**config.mk**
```make
export PLATFORM = sky130hd
export DESIGN_NAME = partition_max_sum_dp_unit
export DESIGN_NICKNAME = d
export VERILOG_FILES = /design/src/rtl/pmsd_pkg.sv /design/src/rtl/pmsd_cell.sv /design/src/rtl/partition_max_sum_dp_unit.sv
export SDC_FILE = /design/constraint.sdc
export NUM_CORES = 2
export LEC_CHECK = 0
export BUFFER_PORTS_ARGS = -buffer_cell sky130_fd_sc_hd__buf_2
export CORE_MARGIN = 3
export CORE_UTILIZATION = 64
export CTS_CLUSTER_DIAMETER = 150
export DETAILED_ROUTE_END_ITERATION = 6
export MAX_ROUTING_LAYER = met4
export PLACE_DENSITY_LB_ADDON = 0.08
export RECOVER_POWER = 100
export SKIP_LAST_GASP = 1
export SLEW_MARGIN = 30
export SYNTH_ARGS = -nofsm -noshare
export SYNTH_HDL_FRONTEND = slang
export SYNTH_SLANG_ARGS = --single-unit
```
**constraint.sdc**
```tcl
create_clock -name clk -period 12.1 [get_ports clk]
set_input_delay 3.63 -clock clk [delete_from_list [all_inputs] [get_ports clk]]
set_output_delay 3.63 -clock clk [all_outputs]
set_load 0.01 [all_outputs]
```
**src/rtl/pmsd_pkg.sv**
```systemverilog
// Shared constants and types of the partition maximum-sum engine.
`timescale 1ns / 1ps
package pmsd_pkg;

	// Field widths
	localparam int VAL_W    = 16;
	localparam int SUM_W    = 27;
	localparam int OUT_W    = 26;
	localparam int CFG_W    = 5;
	localparam int SEEN_W   = 11;
	localparam int SEEN_MAX = 2047;

	// Parameter defaults
	localparam int WINDOW_MAX_DEF = 16;
	localparam int ARRAY_MAX_DEF  = 1024;

	// Output field limits
	localparam longint FIELD_HI = 64'sd33554431;
	localparam longint FIELD_LO = -64'sd33554432;

	// Sequencer states
	typedef enum logic [1:0] {
		ST_IDLE,
		ST_SCAN,
		ST_HOLD
	} state_t;

	// Scan token handed from cell to cell
	typedef struct packed {
		logic                    vld;
		logic signed [VAL_W-1:0] run_max;
		logic signed [SUM_W-1:0] best;
	} tok_t;

	// Chain control broadcast by the sequencer
	typedef struct packed {
		logic shift_val;
		logic commit_sum;
		logic clear_sum;
	} ctl_t;

endpackage

```
**src/rtl/pmsd_cell.sv**
```systemverilog
// One cell of the look-back chain: one stored element, one stored best sum.
`timescale 1ns / 1ps
module pmsd_cell #(
	parameter int IDX    = 0,
	parameter int SPAN_W = 5
) (
	input  logic                                  clk,
	input  logic                                  arst_n,
	input  pmsd_pkg::ctl_t                        ctl,
	input  logic [SPAN_W-1:0]                     span,
	input  logic signed [pmsd_pkg::VAL_W-1:0]     val_in,
	input  logic signed [pmsd_pkg::SUM_W-1:0]     sum_in,
	input  pmsd_pkg::tok_t                        tok_in,
	output logic signed [pmsd_pkg::VAL_W-1:0]     val_out,
	output logic signed [pmsd_pkg::SUM_W-1:0]     sum_out,
	output pmsd_pkg::tok_t                        tok_out
);

	localparam int VW = pmsd_pkg::VAL_W;
	localparam int SW = pmsd_pkg::SUM_W;

	logic signed [VW-1:0] val_q;
	logic signed [SW-1:0] sum_q;
	pmsd_pkg::tok_t       tok_q;

	logic                 active_c;
	logic signed [VW-1:0] run_max_c;
	logic signed [SW-1:0] max_ext_c;
	logic signed [SW-1:0] cand_c;
	pmsd_pkg::tok_t       tok_d;

	// Element history shifts on each accepted item
	always_ff @(posedge clk) begin
		if (ctl.shift_val) begin
			val_q <= val_in;
		end
	end

	// Best-sum history shifts when a result is committed, clears at array end
	always_ff @(posedge clk or negedge arst_n) begin
		if (!arst_n) begin
			sum_q <= '0;
		end else if (ctl.clear_sum) begin
			sum_q <= '0;
		end else if (ctl.commit_sum) begin
			sum_q <= sum_in;
		end
	end

	// Candidate for a last part of length IDX+1
	always_comb begin
		active_c  = tok_in.vld && (SPAN_W'(IDX) < span);
		run_max_c = (val_q > tok_in.run_max) ? val_q : tok_in.run_max;
		max_ext_c = {{(SW-VW){run_max_c[VW-1]}}, run_max_c};
		cand_c    = sum_q + max_ext_c * $signed(SW'(IDX + 1));
		tok_d     = tok_in;
		if (active_c) begin
			tok_d.run_max = run_max_c;
			if (IDX == 0 || cand_c > tok_in.best) begin
				tok_d.best = cand_c;
			end
		end
	end

	// Token register
	always_ff @(posedge clk or negedge arst_n) begin
		if (!arst_n) begin
			tok_q <= '0;
		end else begin
			tok_q <= tok_d;
		end
	end

	assign val_out = val_q;
	assign sum_out = sum_q;
	assign tok_out = tok_q;

endmodule

```
**src/rtl/partition_max_sum_dp_unit.sv**
```systemverilog
// Top level: sequencer, configuration register and output stage of the engine.
//
// Usage: signed elements enter on the s_ channel (s_tdata = element, s_tlast ends
// an array). For each element one result leaves on the m_ channel: m_tdata holds
// the best partition sum of the prefix so far, m_tlast marks the answer for the
// whole array. After an s_tlast item the history is cleared for the next array.
// max_part_len is written on the cfg_ channel (cfg_ready is always high) while
// the block is idle; values 0 and above WINDOW_MAX act as 1 and WINDOW_MAX.
// Each element is shifted into the chain, then the scan token walks the row
// of cells and the clamped sum is committed. One element is in work at a time.
// The result sits in a separate output register, so a stalled receiver does not
// stop the scan of the next element; a second finished result waits in a
// holding register and s_tready stays low until the output frees up.
// Reset (arst_n low) clears the stored sums, the item count and all valid
// flags, and sets max_part_len to 1. No clearing pass is needed.
`timescale 1ns / 1ps
module partition_max_sum_dp_unit #(
	parameter int WINDOW_MAX = pmsd_pkg::WINDOW_MAX_DEF,
	parameter int ARRAY_MAX  = pmsd_pkg::ARRAY_MAX_DEF
) (
	input  logic        clk,
	input  logic        arst_n,
	// Configuration write: max_part_len
	input  logic        cfg_valid,
	output logic        cfg_ready,
	input  logic [4:0]  cfg_data,
	// Input items
	input  logic        s_tvalid,
	output logic        s_tready,
	input  logic [15:0] s_tdata,   // [15:0] element_value
	input  logic        s_tlast,   // last_item
	// Result items
	output logic        m_tvalid,
	input  logic        m_tready,
	output logic [31:0] m_tdata,   // [25:0] best_sum, [31:26] zero
	output logic        m_tlast    // final_result
);

	localparam int VW     = pmsd_pkg::VAL_W;
	localparam int SW     = pmsd_pkg::SUM_W;
	localparam int OW     = pmsd_pkg::OUT_W;
	localparam int NW     = pmsd_pkg::SEEN_W;
	localparam int SPAN_W = $clog2(WINDOW_MAX + 1);

	localparam longint RAW_HI = longint'(ARRAY_MAX) * 32767;
	localparam longint RAW_LO = longint'(ARRAY_MAX) * -32768;
	localparam longint LIM_HI = (RAW_HI < pmsd_pkg::FIELD_HI) ? RAW_HI : pmsd_pkg::FIELD_HI;
	localparam longint LIM_LO = (RAW_LO > pmsd_pkg::FIELD_LO) ? RAW_LO : pmsd_pkg::FIELD_LO;
	localparam logic signed [SW-1:0] SUM_HI = SW'(LIM_HI);
	localparam logic signed [SW-1:0] SUM_LO = SW'(LIM_LO);

	// Control and configuration registers
	pmsd_pkg::state_t               state_q, state_d;
	logic [pmsd_pkg::CFG_W-1:0]     cfg_q;
	logic [NW-1:0]                  seen_q;
	logic [SPAN_W-1:0]              span_q;
	logic                           last_q;
	logic                           launch_q;
	logic                           m_valid_q;
	logic [OW-1:0]                  m_data_q;
	logic                           m_last_q;
	logic [OW-1:0]                  pend_q;

	// Chain wiring
	pmsd_pkg::ctl_t                 ctl;
	logic signed [VW-1:0]           val_w [WINDOW_MAX];
	logic signed [SW-1:0]           sum_w [WINDOW_MAX];
	pmsd_pkg::tok_t                 tok_w [WINDOW_MAX];
	pmsd_pkg::tok_t                 tok_head;

	logic                           accept;
	logic                           exit_c;
	logic                           out_free;
	logic                           load_out;
	logic                           load_pend;
	logic [NW-1:0]                  k_c;
	logic [NW-1:0]                  n_c;
	logic [NW-1:0]                  span_c;
	logic signed [SW-1:0]           best_c;

	assign cfg_ready = 1'b1;
	assign out_free  = !m_valid_q || m_tready;
	assign exit_c    = (state_q == pmsd_pkg::ST_SCAN) && tok_w[WINDOW_MAX-1].vld;

	// Next state
	always_comb begin
		state_d = state_q;
		unique case (state_q)
			pmsd_pkg::ST_IDLE: begin
				if (s_tvalid) state_d = pmsd_pkg::ST_SCAN;
			end
			pmsd_pkg::ST_SCAN: begin
				if (exit_c) state_d = out_free ? pmsd_pkg::ST_IDLE : pmsd_pkg::ST_HOLD;
			end
			pmsd_pkg::ST_HOLD: begin
				if (out_free) state_d = pmsd_pkg::ST_IDLE;
			end
			default: state_d = pmsd_pkg::ST_IDLE;
		endcase
	end

	// Sequencer outputs
	always_comb begin
		s_tready       = (state_q == pmsd_pkg::ST_IDLE);
		accept         = s_tready && s_tvalid;
		ctl.shift_val  = accept;
		ctl.commit_sum = exit_c && !last_q;
		ctl.clear_sum  = exit_c && last_q;
		load_out       = exit_c && out_free;
		load_pend      = (state_q == pmsd_pkg::ST_HOLD) && out_free;
	end

	// Effective part length and look-back span
	always_comb begin
		if (cfg_q == '0) begin
			k_c = NW'(1);
		end else if (NW'(cfg_q) > NW'(WINDOW_MAX)) begin
			k_c = NW'(WINDOW_MAX);
		end else begin
			k_c = NW'(cfg_q);
		end
		n_c    = (seen_q < NW'(pmsd_pkg::SEEN_MAX)) ? seen_q + NW'(1) : NW'(pmsd_pkg::SEEN_MAX);
		span_c = (n_c < k_c) ? n_c : k_c;
	end

	// Clamp of the scan result
	always_comb begin
		best_c = tok_w[WINDOW_MAX-1].best;
		if (best_c > SUM_HI) begin
			best_c = SUM_HI;
		end else if (best_c < SUM_LO) begin
			best_c = SUM_LO;
		end
	end

	// Token entering the first cell
	always_comb begin
		tok_head.vld     = launch_q;
		tok_head.run_max = {1'b1, {(VW-1){1'b0}}};
		tok_head.best    = '0;
	end

	// Control registers
	always_ff @(posedge clk or negedge arst_n) begin
		if (!arst_n) begin
			state_q   <= pmsd_pkg::ST_IDLE;
			cfg_q     <= pmsd_pkg::CFG_W'(1);
			seen_q    <= '0;
			launch_q  <= 1'b0;
			m_valid_q <= 1'b0;
		end else begin
			state_q  <= state_d;
			launch_q <= accept;
			if (cfg_valid) begin
				cfg_q <= cfg_data;
			end
			if (accept) begin
				seen_q <= n_c;
			end else if (exit_c && last_q) begin
				seen_q <= '0;
			end
			if (load_out || load_pend) begin
				m_valid_q <= 1'b1;
			end else if (m_tready) begin
				m_valid_q <= 1'b0;
			end
		end
	end

	// Item registers
	always_ff @(posedge clk) begin
		if (accept) begin
			span_q <= SPAN_W'(span_c);
			last_q <= s_tlast;
		end
		if (exit_c) begin
			pend_q <= OW'(best_c);
		end
		if (load_out) begin
			m_data_q <= OW'(best_c);
			m_last_q <= last_q;
		end else if (load_pend) begin
			m_data_q <= pend_q;
			m_last_q <= last_q;
		end
	end

	// Row of cells
	for (genvar i = 0; i < WINDOW_MAX; i++) begin : g_cell
		if (i == 0) begin : g_head
			pmsd_cell #(.IDX(i), .SPAN_W(SPAN_W)) u_cell (
				.clk     (clk),
				.arst_n  (arst_n),
				.ctl     (ctl),
				.span    (span_q),
				.val_in  (s_tdata),
				.sum_in  (best_c),
				.tok_in  (tok_head),
				.val_out (val_w[i]),
				.sum_out (sum_w[i]),
				.tok_out (tok_w[i])
			);
		end else begin : g_body
			pmsd_cell #(.IDX(i), .SPAN_W(SPAN_W)) u_cell (
				.clk     (clk),
				.arst_n  (arst_n),
				.ctl     (ctl),
				.span    (span_q),
				.val_in  (val_w[i-1]),
				.sum_in  (sum_w[i-1]),
				.tok_in  (tok_w[i-1]),
				.val_out (val_w[i]),
				.sum_out (sum_w[i]),
				.tok_out (tok_w[i])
			);
		end
	end

	assign m_tvalid = m_valid_q;
	assign m_tdata  = {{(32-OW){1'b0}}, m_data_q};
	assign m_tlast  = m_last_q;

endmodule
```
## Word level (Yosys, flattened, before mapping)

Index checks and enable logic that the tools add are counted.

| word-level totals | value |
|---|---|
| bits of input ports | 27 |
| logic and storage cells | 305 |
| output and inout bits | 36 |
| register bits after elaboration | 1,455 |

| cells by class | value |
|---|---|
| multiplexer cells | 98 |
| reductions and logical operators | 33 |
| equal/unequal tests | 5 |
| multiply operators | 11 |
| $lt $le $gt $ge | 52 |
| $add $sub $neg | 17 |

Operators with widths:

| operator | count |
|---|---|
| $mux 27 | 50 |
| $mux 43 | 15 |
| $gt 27x27->1 | 15 |
| $add 27x27->27 | 11 |
| $mux 16 | 16 |
| $gt 16x16->1 | 15 |
| $mul 16x5->21 const B | 4 |
| $mul 16x4->20 const B | 4 |
| $mul 16x3->19 const B | 3 |
| $mux 26 | 2 |
| $lt 4x5->1 const A | 8 |
| $mux 11 | 3 |
| $add 27x16->27 | 1 |
| $add 27x17->27 | 1 |
| $add 27x18->27 | 1 |
| $add 27x19->27 | 1 |
| $add 27x20->27 | 1 |
| $gt 27x26->1 const B | 1 |
| $lt 27x26->1 const B | 1 |
| $logic_and 1x1->1 | 22 |
| $lt 3x5->1 const A | 4 |
| $gt 16x16->1 const B | 1 |
| $mux 5 | 3 |
| $add 11x1->11 const B | 1 |
| 17 further kinds | 32 |

## Depth between registers and ports, before layout

| logic depth | value |
|---|---|
| depth after elaboration | 7 |
| depth in mapped cells | 52 |
| mapped depth without buffers | 50 |

## Hierarchy

From an unflattened synthesis, not the netlist that was laid out.

| unflattened totals | value |
|---|---|
| cell total of the unflattened synthesis | 10,823 |
| area total of the unflattened synthesis | 108,617.9 µm² |

Modules (own cells, without submodules):

| module | sequential area each (µm²) | instances | cells an instance | area each (µm²) |
|---|---|---|---|---|
| pmsd_cell at g_cell[12].g_body.u_cell | 2,257.2 | 1 | 778 | 7,822.5 |
| pmsd_cell at g_cell[14].g_body.u_cell | 2,257.2 | 1 | 752 | 7,529.7 |
| pmsd_cell at g_cell[8].g_body.u_cell | 2,257.2 | 1 | 739 | 7,504.7 |
| pmsd_cell at g_cell[10].g_body.u_cell | 2,257.2 | 1 | 727 | 7,250.7 |
| pmsd_cell at g_cell[13].g_body.u_cell | 2,257.2 | 1 | 754 | 7,143.1 |
| pmsd_cell at g_cell[6].g_body.u_cell | 2,257.2 | 1 | 716 | 6,984.2 |
| pmsd_cell at g_cell[4].g_body.u_cell | 2,257.2 | 1 | 674 | 6,820.3 |
| pmsd_cell at g_cell[9].g_body.u_cell | 2,257.2 | 1 | 693 | 6,500.0 |
| pmsd_cell at g_cell[2].g_body.u_cell | 2,257.2 | 1 | 681 | 6,486.2 |
| pmsd_cell at g_cell[5].g_body.u_cell | 2,257.2 | 1 | 655 | 6,458.7 |
| pmsd_cell at g_cell[11].g_body.u_cell | 2,257.2 | 1 | 628 | 6,418.7 |
| pmsd_cell at g_cell[7].g_body.u_cell | 2,257.2 | 1 | 557 | 5,781.8 |
| pmsd_cell at g_cell[3].g_body.u_cell | 2,257.2 | 1 | 560 | 5,769.3 |
| pmsd_cell at g_cell[1].g_body.u_cell | 2,257.2 | 1 | 551 | 5,676.7 |
| 3 more rows | n/a | n/a | n/a | n/a |

## Least setup slack after synthesis

No wires, ideal clock.

| timing path | value |
|---|---|
| path kind | input to register |
| start point | input s_tvalid |
| end point | register seen_q[7] |
| stages on the path | 5 |
| slack | -0.165 ns |
| library setup time | 0.105 ns |
| arrival | 12.160 ns |
| data required time | 11.995 ns |
| cells stage by stage | nand2_1 -> inv_1 -> buf_1 -> o21ai_0 -> a21oi_1 |

| between the ends | value |
|---|---|
| word-level cells in the longest chain between the ends | 2 |
| elaborated cells on any way between the ends | 3 |

RTL lines:

| item | RTL line | source |
|---|---|---|
| start: declaration | partition_max_sum_dp_unit.sv:28 | `input logic s_tvalid,` |
| $logic_and 1x1->1 (*) | partition_max_sum_dp_unit.sv:105 | `accept = s_tready && s_tvalid;` |
| via accept | partition_max_sum_dp_unit.sv:71 | `logic accept;` |
| $mux 11 / $reduce_bool 2->1 (equally long branches) | n/a |  |
| end signal: assignment | partition_max_sum_dp_unit.sv:158 | `seen_q <= n_c;` |
| end: declaration | partition_max_sum_dp_unit.sv:55 | `logic [NW-1:0] seen_q;` |

Mark *: on every way through the listed nets, which the timed path passes. The rest lies on a longest branch.
A chain may end at the register's enable or synchronous reset.

==> impl_metrics.ini <==
[global_route]
antenna_found_initial = 3
grt_pass1_vias = 77000
grt_overflow = 0
grt_max_degree = 238
grt_pass1_wl_um = 433000
gr-usage-all-layers = 0.348

[sta]
final-hold-violation-count = 0
max_slew_margin = -3.51
rsz0062_at_grt = false
min_period_over_period = 0.929
setup_viol = 0
tightest_slew_ps = 6770
drv_slew = 1528
setup_tns_ps = 0
fin_skew_ps = 32.2
fmax_mhz = 88.9
fin_crit_ps = 11250

[detailed_routing]
vias = 77500
drt-met1-wl_um = 120000
post_drt_wl_per_cell_um = 21.5
dr.first_iter.drc_count = 5911
vias_per_cell = 6.03
wl_met3_um = 14900
drc = 0
drtAntennaViolNets = 0
wl_met2_um = 131000
drt_wl_total_um = 277000
dr.pass1.iters = 6
top_layer = met4

[place]
dp.final_hpwl_um = 214000
gp_congestion = 0.962
io_buffers = 55

[setup_path]
worstSetupPathType = register to register
reg2reg_to = g_cell[12].g_body.u_cell.tok_out[7]$_DFF_PN0_
r2r_setup_slack_ps = 850
endpoint_kind = register
reg2regPathDepth = 46
crit_top_cell = o21a_1
worstPathArrival_ps = 11930
cp_data_required_time_ps = 12790
worstSetupStartpointType = register
cp_slowest_cell = nor3_1
cp_slowest_stage_delay_ps = 900
reg2reg_from = g_cell[12].g_body.u_cell.val_out[1]$_DFFE_PP_
worstPathMaxFanout = 19

[floorplanning]
ios = 63
die_h_um = 405
core-area_mm2 = 0.157
start_util = 0.648
rows = 145
die_w_um = 405
die_area_mm2 = 0.164

[synthesis]
synth-simple-area-share = 0.139
synth_top_cell_by_area = dfrtp_1
synthXorXnorAreaFrac = 0.0467
yosys.area.top_type_share = 0.280
synthMuxAreaShare = 0.0609
synth_cells = 10700
synth-adder-area-share = 0.193
synth_compound_area_frac = 0.131
synth_edf_count = 315
seq_area_frac_synth = 0.373
synth_async_sr_flop_share = 0.784
netlist_top_cells_area = dfrtp_1 (28%), ha_1 (17%), edfxtp_1 (9.3%)
ys_seq_elements = 1455
synthesis.area_mm2 = 0.102
yosysWarnings = 0
synth_cell_type_count = 85
synth_top_family_by_area = adder cells
postSynthAreaPerCell_um2 = 9.56
synth_ff_type = dfrtp_1

[worst_hold_path]
hold_path.class = register to register
min_to = g_cell[15].g_body.u_cell.tok_out[43]$_DFF_PN0_
holdPathStages = 0
hp-start = g_cell[14].g_body.u_cell.tok_out[43]$_DFF_PN0_

[clock_network]
clockBufferDepth = 3
clk_pin_slew_ps = 60
htree_levels = 4
cts_tree = done
cts_setup_buffers = 0
root_buffer = clkbuf_16
cts_made_buffers = 161
cts_hold_buf = 0
clk_latency_ps = 830
post_cts_resized = 0
numClockSinks = 1455

[final_layout]
syn_to_final_growth_pct = 7.94
nNetsFinal = 12200
drive_gt1_frac = 0.0640

[status]
outcome = finished, violations left
violations = max-capacitance violations, max-slew violations

[run]
cap_violations = 20
-- Yosys cell counts (274+ instances only) --
master,count
ha_1,1413
a21o_1,314
clkbuf_1,274
xnor2_1,380
nor2_1,484
inv_1,1207
nand2_1,1234
nand3b_1,397
o21ai_0,573
mux2_2,491
dfrtp_1,1139
edfxtp_1,315
a21oi_1,715
-- through the flow --
stage	worst slack (ps)	instance area, um^2	hold slack [ps]	instances	util
6_report	855	110000	388	12900	0.699
5_1_grt	102	110000	397	12900	0.699
4_1_cts	1230	110000	389	12900	0.701
3_5_place_dp	1270	105000	362	12600	0.665
3_3_place_gp	1270	104000	360	12600	0.665
2_1_floorplan	662	102000	351	10700	-
-- metal layers --
layer  GRT usage  up-vias
met5           -        -
met4       0.124        0
met3      0.0427      602
li1            -    37000
met2       0.563     2190
met1       0.453    37800
-- cell usage in the layout (no fill, tap or decap), drive strengths merged, types with 14 or more instances in the layout --
cell type / instances
xor2: 155
o21bai: 89
mux2i: 67
a41oi: 15
a22o: 19
nor2b: 156
ha: 1413
nand3b: 397
o21ai: 590
clkbuf: 276
nor3: 98
o21a: 123
nand2b: 96
and2: 41
and3: 41
buf: 63
a31oi: 48
a21oi: 715
o31ai: 53
a21boi: 28
a211oi: 30
nand2: 1234
edfxtp: 315
mux2: 491
o211ai: 24
or2: 20
dfrtp: 1139
or3: 15
a2111oi: 14
nor2: 484
xnor2: 380
bufinv: 20
fa: 100
clkinv: 56
a21o: 314
nand4: 151
nor4: 26
inv: 1219
nand3: 105
-- cell type report --
cell class / count / area (um^2)
Timing Repair Buffer: 135 / 845
Clock buffer: 204 / 4510
Antenna cell: 1 / 2.50
Fill cell: 12200 / 47200
Tap cell: 2058 / 2570
Clock inverter: 96 / 1140
Inverter: 1209 / 4540
Multi-Input combinational cell: 7701 / 58300
Sequential cell: 1455 / 38000
-- logic make-up (layout without fill, tap and decap cells) --
family / count (synthesis) / in the layout
other cells: 2 / 8
xor+xnor: 538 / 538
fa+ha+maj: 1514 / 1514
mux: 558 / 558
flops: 1455 / 1455
simple gates: 2898 / 2898
buf+inv: 1499 / 1644
compound gates: 2186 / 2186
-- flip-flops by register name, summed over array words and instances, names as in the netlist --
register                      flops
m_tlast                           1
m_data_q                         26
state_q                           2
g_cell.g_body.u_cell.val_out    240
g_cell.g_body.u_cell.tok_out    644
pend_q                           26
span_q                            5
g_cell.g_head.u_cell.sum_out     27
m_tvalid                          1
cfg_q                             5
g_cell.g_head.u_cell.val_out     16
last_q                            1
seen_q                           11
launch_q                          1
g_cell.g_body.u_cell.sum_out    405
g_cell.g_head.u_cell.tok_out     44
-- critical path: cells and delay by family (launching register included) --
kind                     cells  cell delay, ps
AND/OR/NAND/NOR              6            1520
AO/OA/AOI/OAI               27            4780
buffers and inverters        2             740
adder cells (fa/ha/maj)      7            2500
flip-flops                   1             420
XOR/XNOR                     2             390
multiplexers                 2             810
-- how the worst max path moves through the flow --
stage	end	startpoint	slack, ps	cells after the start
floorplan	seen_q[7]$_DFFE_PN0P_	s_tvalid	660	5
global placement	g_cell[6].g_body.u_cell.tok_out[2]$_DFF_PN0_	g_cell[6].g_body.u_cell.val_out[1]$_DFFE_PP_	1270	51
detailed placement	g_cell[6].g_body.u_cell.tok_out[2]$_DFF_PN0_	g_cell[6].g_body.u_cell.val_out[1]$_DFFE_PP_	1270	51
CTS	g_cell[6].g_body.u_cell.tok_out[2]$_DFF_PN0_	g_cell[6].g_body.u_cell.val_out[1]$_DFFE_PP_	1230	51
global route	g_cell[13].g_body.u_cell.tok_out[8]$_DFF_PN0_	g_cell[13].g_body.u_cell.val_out[3]$_DFFE_PP_	100	41
finish	g_cell[12].g_body.u_cell.tok_out[7]$_DFF_PN0_	g_cell[12].g_body.u_cell.val_out[1]$_DFFE_PP_	850	46
Power is not shown: default switching activity piles up to over one toggle a cycle in this logic, so the estimate is an artifact.
